<file path="src/rtl/wrsi_pkg.sv">
package wrsi_pkg;

   // field widths fixed by the interface
   localparam int PRICE_FIELD_WIDTH = 32;
   localparam int PERIOD_WIDTH      = 8;
   localparam int RSI_WIDTH         = 23;

   // rsi constants: 100 in Q7.16 and the top bit of the quotient
   localparam logic [RSI_WIDTH-1:0] RSI_HUNDRED = 23'd6553600;
   localparam int                   RSI_BIT_WIDTH = 5;
   localparam logic [RSI_BIT_WIDTH-1:0] RSI_TOP_BIT = 5'd22;

   // moves_seen value that marks the smoothing phase
   localparam logic [PERIOD_WIDTH-1:0] SMOOTHING_PHASE = 8'd255;
   localparam logic [PERIOD_WIDTH-1:0] PERIOD_RESET    = 8'd14;

   // quotient bits produced per cycle by the period divider
   localparam int DIV_RADIX_BITS = 4;

   // register file
   localparam int CSR_ADDR_WIDTH  = 3;
   localparam int CSR_DATA_WIDTH  = 32;
   localparam int CSR_INDEX_WIDTH = 1;
   localparam logic [CSR_INDEX_WIDTH-1:0] REG_SMOOTHING_PERIOD = 1'd0;

   typedef enum logic [3:0] {
      ST_IDLE,
      ST_MUL,
      ST_LOAD,
      ST_DIV,
      ST_STORE,
      ST_RSI_INIT,
      ST_RSI_ADD,
      ST_RSI_SUB,
      ST_EMIT
   } wrsi_state_type;

   typedef struct packed {
      logic accept;
      logic mul;
      logic div_load;
      logic div_first;
      logic div_step;
      logic avg_store;
      logic sel_loss;
      logic rsi_init;
      logic rsi_add;
      logic rsi_sub;
      logic emit;
      logic emit_valid;
   } wrsi_cmd_type;

   typedef struct packed {
      logic restart;
      logic smoothing;
      logic sum_done;
      logic div_last;
      logic al_zero;
      logic rsi_last;
      logic out_busy;
   } wrsi_status_type;

endpackage

</file>
<file path="src/rtl/wrsi_req_if.sv">
interface wrsi_req_if;
   logic                                      valid;
   logic                                      ready;
   logic [wrsi_pkg::PRICE_FIELD_WIDTH-1:0]   close_price;
   logic                                      series_start;

   modport source (output valid, output close_price, output series_start, input ready);
   modport sink   (input valid, input close_price, input series_start, output ready);
endinterface

</file>
<file path="src/rtl/wrsi_rsp_if.sv">
interface wrsi_rsp_if;
   logic                              valid;
   logic                              ready;
   logic [wrsi_pkg::RSI_WIDTH-1:0]    rsi_value;
   logic                              rsi_valid;

   modport source (output valid, output rsi_value, output rsi_valid, input ready);
   modport sink   (input valid, input rsi_value, input rsi_valid, output ready);
endinterface

</file>
<file path="src/rtl/wrsi_ctrl.sv">
module wrsi_ctrl (
   input  logic                      clock,
   input  logic                      reset,
   input  logic                      req_valid,
   output logic                      req_ready,
   input  wrsi_pkg::wrsi_status_type status,
   output wrsi_pkg::wrsi_cmd_type    cmd
);
   import wrsi_pkg::*;

   wrsi_state_type state_ff, state_in;
   logic           first_ff, first_in;
   logic           sel_loss_ff, sel_loss_in;
   logic           valid_ff, valid_in;

   always_ff @(posedge clock) begin
      if (reset) begin
         state_ff    <= ST_IDLE;
         first_ff    <= 1'b0;
         sel_loss_ff <= 1'b0;
         valid_ff    <= 1'b0;
      end else begin
         state_ff    <= state_in;
         first_ff    <= first_in;
         sel_loss_ff <= sel_loss_in;
         valid_ff    <= valid_in;
      end
   end

   always_comb begin
      state_in       = state_ff;
      first_in       = first_ff;
      sel_loss_in    = sel_loss_ff;
      valid_in       = valid_ff;
      req_ready      = 1'b0;
      cmd            = '0;
      cmd.sel_loss   = sel_loss_ff;
      cmd.div_first  = first_ff;
      cmd.emit_valid = valid_ff;
      unique case (state_ff)
         ST_IDLE: begin
            req_ready = 1'b1;
            if (req_valid) begin
               cmd.accept  = 1'b1;
               sel_loss_in = 1'b0;
               valid_in    = 1'b0;
               if (status.restart) begin
                  state_in = ST_EMIT;
               end else if (status.smoothing) begin
                  first_in = 1'b0;
                  state_in = ST_MUL;
               end else if (status.sum_done) begin
                  first_in = 1'b1;
                  state_in = ST_LOAD;
               end else begin
                  state_in = ST_EMIT;
               end
            end
         end
         ST_MUL: begin
            cmd.mul  = 1'b1;
            state_in = ST_LOAD;
         end
         ST_LOAD: begin
            cmd.div_load = 1'b1;
            state_in     = ST_DIV;
         end
         ST_DIV: begin
            cmd.div_step = 1'b1;
            if (status.div_last) begin
               state_in = ST_STORE;
            end
         end
         ST_STORE: begin
            cmd.avg_store = 1'b1;
            if (!sel_loss_ff) begin
               sel_loss_in = 1'b1;
               state_in    = first_ff ? ST_LOAD : ST_MUL;
            end else begin
               state_in = ST_RSI_INIT;
            end
         end
         ST_RSI_INIT: begin
            cmd.rsi_init = 1'b1;
            valid_in     = 1'b1;
            state_in     = status.al_zero ? ST_EMIT : ST_RSI_ADD;
         end
         ST_RSI_ADD: begin
            cmd.rsi_add = 1'b1;
            state_in    = ST_RSI_SUB;
         end
         ST_RSI_SUB: begin
            cmd.rsi_sub = 1'b1;
            state_in    = status.rsi_last ? ST_EMIT : ST_RSI_ADD;
         end
         ST_EMIT: begin
            if (!status.out_busy) begin
               cmd.emit = 1'b1;
               state_in = ST_IDLE;
            end
         end
         default: begin
            state_in = ST_IDLE;
         end
      endcase
   end

endmodule

</file>
<file path="src/rtl/wrsi_dp.sv">
module wrsi_dp #(
   parameter int PRICE_WIDTH         = 32,
   parameter int EXTRA_FRACTION_BITS = 16
) (
   input  logic                                    clock,
   input  logic                                    reset,
   input  wrsi_pkg::wrsi_cmd_type                  cmd,
   output wrsi_pkg::wrsi_status_type               status,
   input  logic [wrsi_pkg::PERIOD_WIDTH-1:0]       period,
   input  logic [wrsi_pkg::PRICE_FIELD_WIDTH-1:0]  close_price,
   input  logic                                    series_start,
   output logic                                    rsp_valid,
   input  logic                                    rsp_ready,
   output logic [wrsi_pkg::RSI_WIDTH-1:0]          rsi_value,
   output logic                                    rsi_valid
);
   import wrsi_pkg::*;

   // averages carry 8 headroom bits so a shortened period cannot overflow
   localparam int AW        = PRICE_WIDTH + EXTRA_FRACTION_BITS;
   localparam int AVG_W     = AW + PERIOD_WIDTH;
   localparam int PROD_W    = AVG_W + PERIOD_WIDTH;
   localparam int NUM_W     = PROD_W + 1;
   localparam int DIV_STEPS = (NUM_W + DIV_RADIX_BITS - 1) / DIV_RADIX_BITS;
   localparam int DIV_W     = DIV_STEPS * DIV_RADIX_BITS;
   localparam int DCNT_W    = $clog2(DIV_STEPS);
   localparam int RD_W      = AVG_W + 1;
   localparam int RR_W      = AVG_W + 3;

   // history
   logic [PRICE_WIDTH-1:0]  prev_close_ff, prev_close_in;
   logic                    have_prev_ff, have_prev_in;
   logic [PERIOD_WIDTH-1:0] moves_ff, moves_in;
   logic [AVG_W-1:0]        ag_ff, ag_in;
   logic [AVG_W-1:0]        al_ff, al_in;
   logic [PRICE_WIDTH-1:0]  move_gain_ff, move_gain_in;
   logic [PRICE_WIDTH-1:0]  move_loss_ff, move_loss_in;

   // period divider
   logic [PROD_W-1:0]       prod_ff, prod_in;
   logic [DIV_W-1:0]        div_ff, div_in;
   logic [PERIOD_WIDTH-1:0] rem_ff, rem_in;
   logic [DCNT_W-1:0]       dcnt_ff, dcnt_in;

   // ratio divider
   logic [RD_W-1:0]          den_ff, den_in;
   logic [RR_W-1:0]          racc_ff, racc_in;
   logic [RSI_WIDTH-1:0]     quo_ff, quo_in;
   logic [RSI_BIT_WIDTH-1:0] rbit_ff, rbit_in;

   // output register
   logic                 rsp_valid_ff, rsp_valid_in;
   logic [RSI_WIDTH-1:0] out_value_ff, out_value_in;
   logic                 out_flag_ff, out_flag_in;

   logic [PRICE_WIDTH-1:0]  price;
   logic [PRICE_WIDTH-1:0]  gain;
   logic [PRICE_WIDTH-1:0]  loss;
   logic [PERIOD_WIDTH-1:0] p_eff;
   logic [PERIOD_WIDTH-1:0] p_m1;
   logic [AVG_W-1:0]        avg_sel;
   logic [PRICE_WIDTH-1:0]  move_sel;
   logic [DIV_W-1:0]        step_div;
   logic [PERIOD_WIDTH-1:0] step_rem;
   logic [PERIOD_WIDTH:0]   trial;
   logic [RR_W-1:0]         den1;
   logic [RR_W-1:0]         den2;

   assign price    = PRICE_WIDTH'(close_price);
   assign gain     = (price > prev_close_ff) ? price - prev_close_ff : '0;
   assign loss     = (price > prev_close_ff) ? '0 : prev_close_ff - price;
   assign p_eff    = (period == '0) ? PERIOD_WIDTH'(1) : period;
   assign p_m1     = p_eff - PERIOD_WIDTH'(1);
   assign avg_sel  = cmd.sel_loss ? al_ff : ag_ff;
   assign move_sel = cmd.sel_loss ? move_loss_ff : move_gain_ff;
   assign den1     = RR_W'(den_ff);
   assign den2     = RR_W'({den_ff, 1'b0});

   assign status.restart   = series_start || !have_prev_ff;
   assign status.smoothing = (moves_ff == SMOOTHING_PHASE);
   assign status.sum_done  = ({1'b0, moves_ff} + (PERIOD_WIDTH+1)'(1)) >= {1'b0, p_eff};
   assign status.div_last  = (dcnt_ff == DCNT_W'(DIV_STEPS - 1));
   assign status.al_zero   = (al_ff == '0);
   assign status.rsi_last  = (rbit_ff == '0);
   assign status.out_busy  = rsp_valid_ff && !rsp_ready;

   // four restoring steps of the long division by the period
   always_comb begin
      step_div = div_ff;
      step_rem = rem_ff;
      trial    = '0;
      for (int i = 0; i < DIV_RADIX_BITS; i++) begin
         trial    = {step_rem, step_div[DIV_W-1]};
         step_div = {step_div[DIV_W-2:0], 1'b0};
         if (trial >= {1'b0, p_eff}) begin
            trial       = trial - {1'b0, p_eff};
            step_div[0] = 1'b1;
         end
         step_rem = trial[PERIOD_WIDTH-1:0];
      end
   end

   always_comb begin
      prev_close_in = prev_close_ff;
      have_prev_in  = have_prev_ff;
      moves_in      = moves_ff;
      ag_in         = ag_ff;
      al_in         = al_ff;
      move_gain_in  = move_gain_ff;
      move_loss_in  = move_loss_ff;
      prod_in       = prod_ff;
      div_in        = div_ff;
      rem_in        = rem_ff;
      dcnt_in       = dcnt_ff;
      den_in        = den_ff;
      racc_in       = racc_ff;
      quo_in        = quo_ff;
      rbit_in       = rbit_ff;
      rsp_valid_in  = rsp_valid_ff;
      out_value_in  = out_value_ff;
      out_flag_in   = out_flag_ff;

      if (cmd.accept) begin
         prev_close_in = price;
         have_prev_in  = 1'b1;
         if (status.restart) begin
            moves_in = '0;
            ag_in    = '0;
            al_in    = '0;
         end else begin
            move_gain_in = gain;
            move_loss_in = loss;
            if (!status.smoothing) begin
               ag_in    = ag_ff + AVG_W'(gain);
               al_in    = al_ff + AVG_W'(loss);
               moves_in = status.sum_done ? SMOOTHING_PHASE : moves_ff + PERIOD_WIDTH'(1);
            end
         end
      end

      if (cmd.mul) begin
         prod_in = PROD_W'(avg_sel) * PROD_W'(p_m1);
      end

      if (cmd.div_load) begin
         if (cmd.div_first) begin
            div_in = DIV_W'(avg_sel) << EXTRA_FRACTION_BITS;
         end else begin
            div_in = DIV_W'(prod_ff) + (DIV_W'(move_sel) << EXTRA_FRACTION_BITS);
         end
         rem_in  = '0;
         dcnt_in = '0;
      end

      if (cmd.div_step) begin
         div_in  = step_div;
         rem_in  = step_rem;
         dcnt_in = dcnt_ff + DCNT_W'(1);
      end

      if (cmd.avg_store) begin
         if (cmd.sel_loss) begin
            al_in = AVG_W'(div_ff);
         end else begin
            ag_in = AVG_W'(div_ff);
         end
      end

      if (cmd.rsi_init) begin
         den_in  = RD_W'(ag_ff) + RD_W'(al_ff);
         racc_in = '0;
         quo_in  = status.al_zero ? RSI_HUNDRED : '0;
         rbit_in = RSI_TOP_BIT;
      end

      if (cmd.rsi_add) begin
         racc_in = (racc_ff << 1) + (RSI_HUNDRED[rbit_ff] ? RR_W'(ag_ff) : '0);
         quo_in  = quo_ff << 1;
      end

      // remainder is below three times the divisor here
      if (cmd.rsi_sub) begin
         if (racc_ff >= den2) begin
            racc_in = racc_ff - den2;
            quo_in  = quo_ff + RSI_WIDTH'(2);
         end else if (racc_ff >= den1) begin
            racc_in = racc_ff - den1;
            quo_in  = quo_ff + RSI_WIDTH'(1);
         end
         rbit_in = rbit_ff - RSI_BIT_WIDTH'(1);
      end

      if (rsp_ready) begin
         rsp_valid_in = 1'b0;
      end
      if (cmd.emit) begin
         rsp_valid_in = 1'b1;
         out_value_in = cmd.emit_valid ? quo_ff : '0;
         out_flag_in  = cmd.emit_valid;
      end
   end

   always_ff @(posedge clock) begin
      if (reset) begin
         prev_close_ff <= '0;
         have_prev_ff  <= 1'b0;
         moves_ff      <= '0;
         ag_ff         <= '0;
         al_ff         <= '0;
         rsp_valid_ff  <= 1'b0;
      end else begin
         prev_close_ff <= prev_close_in;
         have_prev_ff  <= have_prev_in;
         moves_ff      <= moves_in;
         ag_ff         <= ag_in;
         al_ff         <= al_in;
         rsp_valid_ff  <= rsp_valid_in;
      end
   end

   always_ff @(posedge clock) begin
      move_gain_ff <= move_gain_in;
      move_loss_ff <= move_loss_in;
      prod_ff      <= prod_in;
      div_ff       <= div_in;
      rem_ff       <= rem_in;
      dcnt_ff      <= dcnt_in;
      den_ff       <= den_in;
      racc_ff      <= racc_in;
      quo_ff       <= quo_in;
      rbit_ff      <= rbit_in;
      out_value_ff <= out_value_in;
      out_flag_ff  <= out_flag_in;
   end

   assign rsp_valid = rsp_valid_ff;
   assign rsi_value = out_value_ff;
   assign rsi_valid = out_flag_ff;

endmodule

</file>
<file path="src/rtl/wilder_rsi_stream_top.sv">
// streaming relative strength index with wilder smoothing: each item on req_ch carries a
// closing price (unsigned Q16.16) and a series start flag, and gives exactly one item on
// rsp_ch holding the rsi in unsigned Q7.16 and a valid flag; the first price of a series
// is only stored, the next smoothing_period moves are summed, and from then on the gain
// and loss averages are smoothed; one item is worked on at a time: an item that gives no
// valid rsi goes straight to the output, a valid one runs the 4-bit per cycle divider by
// the period, S = ceil((PRICE_WIDTH+EXTRA_FRACTION_BITS+17)/4) passes, once for the gain
// and once for the loss, and then the bit-serial ratio divider (an add and a subtract
// step per result bit, skipped when the average loss is zero); a finished item sits in
// the output register while the next one is taken in; the period register sits at byte
// address 0 and resets to 14
module wilder_rsi_stream_top #(
   parameter int PRICE_WIDTH         = 32,
   parameter int EXTRA_FRACTION_BITS = 16
) (
   input  logic                                  clock,
   input  logic                                  reset,
   wrsi_req_if.sink                              req_ch,
   wrsi_rsp_if.source                            rsp_ch,
   input  logic                                  csr_psel,
   input  logic                                  csr_penable,
   input  logic                                  csr_pwrite,
   input  logic [wrsi_pkg::CSR_ADDR_WIDTH-1:0]   csr_paddr,
   input  logic [wrsi_pkg::CSR_DATA_WIDTH-1:0]   csr_pwdata,
   output logic [wrsi_pkg::CSR_DATA_WIDTH-1:0]   csr_prdata,
   output logic                                  csr_pready
);
   import wrsi_pkg::*;

   wrsi_cmd_type              cmd;
   wrsi_status_type           status;
   logic [PERIOD_WIDTH-1:0]   period_ff, period_in;
   logic [CSR_INDEX_WIDTH-1:0] csr_index;
   logic                      csr_write;

   // register file: word index from the address, write on the access phase
   assign csr_index  = csr_paddr[CSR_ADDR_WIDTH-1:2];
   assign csr_write  = csr_psel && csr_penable && csr_pwrite;
   assign csr_pready = 1'b1;

   always_comb begin
      period_in  = period_ff;
      csr_prdata = '0;
      unique case (csr_index)
         REG_SMOOTHING_PERIOD: begin
            csr_prdata = CSR_DATA_WIDTH'(period_ff);
            if (csr_write) begin
               period_in = csr_pwdata[PERIOD_WIDTH-1:0];
            end
         end
         default: begin
            csr_prdata = '0;
         end
      endcase
   end

   always_ff @(posedge clock) begin
      if (reset) begin
         period_ff <= PERIOD_RESET;
      end else begin
         period_ff <= period_in;
      end
   end

   // sequencer: takes an item in idle, then steps the dividers
   wrsi_ctrl u_ctrl (
      .clock     (clock),
      .reset     (reset),
      .req_valid (req_ch.valid),
      .req_ready (req_ch.ready),
      .status    (status),
      .cmd       (cmd)
   );

   // history, averages, both dividers and the output register
   wrsi_dp #(
      .PRICE_WIDTH         (PRICE_WIDTH),
      .EXTRA_FRACTION_BITS (EXTRA_FRACTION_BITS)
   ) u_dp (
      .clock        (clock),
      .reset        (reset),
      .cmd          (cmd),
      .status       (status),
      .period       (period_ff),
      .close_price  (req_ch.close_price),
      .series_start (req_ch.series_start),
      .rsp_valid    (rsp_ch.valid),
      .rsp_ready    (rsp_ch.ready),
      .rsi_value    (rsp_ch.rsi_value),
      .rsi_valid    (rsp_ch.rsi_valid)
   );

endmodule
</file>
<file path="src/flat_wrapper.sv">
// flat-port wrapper written by rule: the top's interface ports become plain ports
module wilder_rsi_stream_top_flat import wrsi_pkg::*;
#(
   parameter int PRICE_WIDTH         = 32,
   parameter int EXTRA_FRACTION_BITS = 16
)
  (clock, reset, csr_psel, csr_penable, csr_pwrite, csr_paddr, csr_pwdata, csr_prdata, csr_pready, req_ch_valid, req_ch_close_price, req_ch_series_start, req_ch_ready, rsp_ch_valid, rsp_ch_rsi_value, rsp_ch_rsi_valid, rsp_ch_ready);
  wrsi_req_if req_ch_i ();
  wrsi_rsp_if rsp_ch_i ();
  input  logic clock;
  input  logic reset;
  input  logic csr_psel;
  input  logic csr_penable;
  input  logic csr_pwrite;
  input  logic [wrsi_pkg::CSR_ADDR_WIDTH-1:0] csr_paddr;
  input  logic [wrsi_pkg::CSR_DATA_WIDTH-1:0] csr_pwdata;
  output logic [wrsi_pkg::CSR_DATA_WIDTH-1:0] csr_prdata;
  output logic csr_pready;
  input wire logic [$bits(req_ch_i.valid)-1:0] req_ch_valid;
  input wire logic [$bits(req_ch_i.close_price)-1:0] req_ch_close_price;
  input wire logic [$bits(req_ch_i.series_start)-1:0] req_ch_series_start;
  output wire logic [$bits(req_ch_i.ready)-1:0] req_ch_ready;
  output wire logic [$bits(rsp_ch_i.valid)-1:0] rsp_ch_valid;
  output wire logic [$bits(rsp_ch_i.rsi_value)-1:0] rsp_ch_rsi_value;
  output wire logic [$bits(rsp_ch_i.rsi_valid)-1:0] rsp_ch_rsi_valid;
  input wire logic [$bits(rsp_ch_i.ready)-1:0] rsp_ch_ready;
  assign req_ch_i.valid = req_ch_valid;
  assign req_ch_i.close_price = req_ch_close_price;
  assign req_ch_i.series_start = req_ch_series_start;
  assign req_ch_ready = req_ch_i.ready;
  assign rsp_ch_valid = rsp_ch_i.valid;
  assign rsp_ch_rsi_value = rsp_ch_i.rsi_value;
  assign rsp_ch_rsi_valid = rsp_ch_i.rsi_valid;
  assign rsp_ch_i.ready = rsp_ch_ready;
  wilder_rsi_stream_top #(.PRICE_WIDTH(PRICE_WIDTH), .EXTRA_FRACTION_BITS(EXTRA_FRACTION_BITS)) u_core (.clock(clock), .reset(reset), .req_ch(req_ch_i), .rsp_ch(rsp_ch_i), .csr_psel(csr_psel), .csr_penable(csr_penable), .csr_pwrite(csr_pwrite), .csr_paddr(csr_paddr), .csr_pwdata(csr_pwdata), .csr_prdata(csr_prdata), .csr_pready(csr_pready));
endmodule
</file>
<file path="config.mk">
export PLATFORM = sky130hd
export DESIGN_NAME = wilder_rsi_stream_top_flat
export DESIGN_NICKNAME = d
export VERILOG_FILES = /design/src/rtl/wrsi_pkg.sv /design/src/rtl/wrsi_req_if.sv /design/src/rtl/wrsi_rsp_if.sv /design/src/rtl/wrsi_ctrl.sv /design/src/rtl/wrsi_dp.sv /design/src/rtl/wilder_rsi_stream_top.sv /design/src/flat_wrapper.sv
export SDC_FILE = /design/constraint.sdc
export NUM_CORES = 2
export LEC_CHECK = 0
export BUFFER_PORTS_ARGS = -buffer_cell sky130_fd_sc_hd__buf_2
export CORE_ASPECT_RATIO = 0.9
export CORE_MARGIN = 2
export CORE_UTILIZATION = 45
export CTS_CLUSTER_SIZE = 30
export DETAILED_ROUTE_END_ITERATION = 8
export GPL_TIMING_DRIVEN = 1
export PLACE_DENSITY = 0.63
export SLEW_MARGIN = 15
export SYNTH_ARGS = -nofsm -noshare
export SYNTH_HDL_FRONTEND = slang
export SYNTH_SLANG_ARGS = --single-unit
</file>
<file path="constraint.sdc">
create_clock -name clock -period 9.78 [get_ports clock]
set_input_delay 0.978 -clock clock [delete_from_list [all_inputs] [get_ports clock]]
set_output_delay 0.978 -clock clock [all_outputs]
set_load 0.03 [all_outputs]
</file>
==> metrics.md <==
| Metric | Value |
|---|---|
| Status | `completed` |
| Number of remaining DRC errors | `0` |
| Cts bufs inserted | `71` |
| Syn Area/Cell | `8.12 µm²` |
| Total number of H-tree levels | `3` |
| Worst path most repeated cell | `a21oi_1` |
| Clock root buffer | `clkbuf_16` |
| Share of the synthesized area in the top cell type | `14.3%` |
| Die ar. | `141,000 µm²` |
| LEAKAGE | `29.1 nW` |
| YS warnings | `0` |
| Post-route design area | `66,900 µm²` |
| Clock Tree Buf Depth | `3` |
| Slew @ Worst Pin | `1.20 ns` |
| Detailed placement HPWL | `176 mm` |
| Final setup fails | `0` |
| Met3 usage | `7.02%` |
| Largest net degree at the start of global routing | `98` |
| Top-count cell post-synth | `nand2_1` |
| DRT antenna net count | `0` |
| Req. time, crit path | `10.14 ns` |
| Post-DP Area | `64,500 µm²` |
| Top post-synthesis cells by count | `nand2_1, nor2_1, a21oi_1, inv_1, ha_1` |
| Fin crit share | `91.5%` |
| WL per Instance | `23.5 µm` |
| IO buf count | `82` |
| Die width | `396 µm` |
| Global-route wire length before repair | `337 mm` |
| Ys async rst share | `0%` |
| Final Skew | `0.0404 ns` |
| Drt via density | `6.12` |
| CP Capture Type | `register` |
| 1st-iter DRT viols | `6,149` |
| Clock sinks | `547` |
| Fin. Hold Viols | `0` |
| Part of the Yosys area used for sequential elements | `22.4%` |
| Synth area leader | `edfxtp_1` |
| EDFF count, synth | `297` |
| Area contributors post-synth | `edfxtp_1, fa_1, ha_1` |
| Number of global-route vias before repair | `54,300` |
| CTS tree | `built` |
| Kind of critical path | `register to register` |
| Synth Cell Area | `62,300 µm²` |
| Post-CTS Repair Setup Buffers | `0` |
| Share of cells above drive strength 1 | `6.52%` |
| Overflow after GRT | `0` |
| Post-CTS sizing | `0` |
| Pwr per Cell Area | `96.9 nW/µm²` |
| Worst Hold Class | `register to register` |
| Pre-Repair DR Iteration Count | `8` |
| GR Util All Layers | `30.8%` |
| Skew-Pair Late Insertion Delay | `0.70 ns` |
| Maximum fanout along the worst path | `6` |
| Worst vdd ir | `0.116 mV` |
| CTS clk-pin slew, worst paths | `0.06 ns` |
| Die Y | `357 µm` |
| IO Count | `134` |
| CORE AREA | `137,000 µm²` |
| Post-route setup TNS | `0 ns` |
| Fill count | `13,400` |
| Initial Util | `45.4%` |
| Via count | `57,900` |
| Slowest Stage Delay on Critical Path | `0.42 ns` |
| Met2 Resource Use GR | `44.6%` |
| NumNets Final | `8,492` |
| Layer with the highest usage | `met1` |
| Min cycle time layout | `8.95 ns` |
| GP Congestion | `0.974` |
| Synth Register Bits | `547` |
| Std cell rows | `129` |
| Synth Flop Type | `edfxtp_1` |
| Met1 usage | `45.3%` |
| Hold_buf cts | `0` |
| Area Overhead vs Synth | `7.39%` |
| Final Slew Violations | `0` |
| Cells after Synth | `7,672` |
| Fmax | `112 MHz` |
| RSZ-0062 raised after global routing | `false` |
| Max-cap violations | `0` |
| Worst setup SP type | `register` |
| Initial antenna violation count | `7` |
| Slowest-stage cell, CP | `or3_1` |
| Synth unique cells | `103` |
| Rel. slew slack | `19.5%` |
| Crit path DAT | `9.31 ns` |
| DRT Wirelength | `223 mm` |
stage by stage:
step / util (%) / hold WS [ns] / std cells / total power [W] / worst slack [ns]
final: 48.7 / 0.461 / 9463 / 0.00648 / 0.832
after global routing: 48.7 / 0.472 / 9459 / 0.00670 / 0.0103
after CTS: 48.7 / 0.458 / 9458 / 0.00649 / 0.380
after detailed placement: 47.0 / 0.451 / 9326 / 0.00372 / 0.471
after global placement: 47.0 / 0.442 / 9326 / 0.00373 / 0.301
after floorplan: - / 0.432 / 7695 / 0.00333 / 0.284
registers in the layout, indices dropped and copies added, names as in the netlist, 4 cells and up, named ones only:
register                   cells
u_core.period_ff               8
u_core.u_ctrl.state_ff         4
u_core.u_dp.ag_ff             56
u_core.u_dp.al_ff             56
u_core.u_dp.dcnt_ff            5
u_core.u_dp.den_ff            57
u_core.u_dp.div_ff            68
u_core.u_dp.move_gain_ff      32
u_core.u_dp.move_loss_ff      32
u_core.u_dp.moves_ff           8
u_core.u_dp.prev_close_ff     32
u_core.u_dp.prod_ff           64
u_core.u_dp.quo_ff            23
u_core.u_dp.racc_ff           59
u_core.u_dp.rbit_ff            5
u_core.u_dp.rem_ff             8
u_core.u_dp.rsi_value         23
power by group:
part / internal, W / switching, W / total [W] / leakage, nW
clock: 0.00156 / 0.00121 / 0.00277 / 1.13
combinational: 0.000435 / 0.000786 / 0.00122 / 23.2
sequential: 0.00245 / 0.0000324 / 0.00249 / 4.73
worst paths after layout:
kind	cells past startpoint	to	slack (ns)	from
worst max-delay path	46	u_core.u_dp.rem_ff[4]	0.83	u_core.period_ff[4]
worst min-delay path	2	u_core.u_dp.prev_close_ff[31]	0.46	u_core.u_dp.prev_close_ff[31]
worst max register to register	46	u_core.u_dp.rem_ff[4]	0.83	u_core.period_ff[4]
worst min register to register	2	u_core.u_dp.prev_close_ff[31]	0.46	u_core.u_dp.prev_close_ff[31]
layer usage:
layer	vias to the layer above	routed length [µm]
li1	27100	-
met1	27900	101000
met2	2616	91000
met3	355	22700
met4	6	7600
met5	-	123
layout by cell type (no fill, tap or decap), types with 30 or more instances in the layout:
cell and count:
a31oi_1 54, inv_1 550, nor4_1 40, nand2b_1 131
fa_1 337, o21bai_1 88, nand2_1 783, mux2_2 83
a21boi_0 30, o31ai_1 45, nand4_1 105, o21ai_0 405
nand3_1 165, nor2_1 701, clkbuf_16 75, and3_1 80
a21o_1 250, o21a_1 79, buf_2 81, xor2_1 155
dfxtp_1 248, mux2i_1 76, a21oi_1 666, nor2b_1 74
a22oi_1 51, nor3_1 188, buf_4 125, o22ai_1 47
and2_1 121, o211ai_1 57, ha_1 515, a211oi_1 65
edfxtp_1 297, xnor2_1 270, a221oi_1 80
area by class of cell:
cell class / instances / area (µm²) / share of cell area [%]
clock inverters: 29 / 295 / 0.441
clock buffers: 103 / 2060 / 3.08
multi-input cells: 6184 / 44800 / 67.0
flip-flops and latches: 547 / 13900 / 20.8
diodes: 5 / 12.5 / 0.0187
inverters: 553 / 2080 / 3.10
well taps: 1834 / 2290 / 3.43
repair buffers: 208 / 1380 / 2.06
critical path: cells and delay by family, from the launching register on:
kind                     cells  cell delay, ns
AO/OA/AOI/OAI               27            4.64
AND/OR/NAND/NOR             13            2.45
adder cells (fa/ha/maj)      4            0.95
flip-flops                   1            0.37
buffers and inverters        2            0.25
cell families after synthesis:
| group | synth area share (%) |
|---|---|
| xor+xnor | 6.05 |
| compound gates | 22.4 |
| mux | 2.72 |
| buf+inv | 6.03 |
| simple gates | 19.2 |
| other cells | 0.0121 |
| fa+ha+maj | 21.2 |
| flops | 22.4 |
Note: power is estimated with default switching activity, not from simulation.
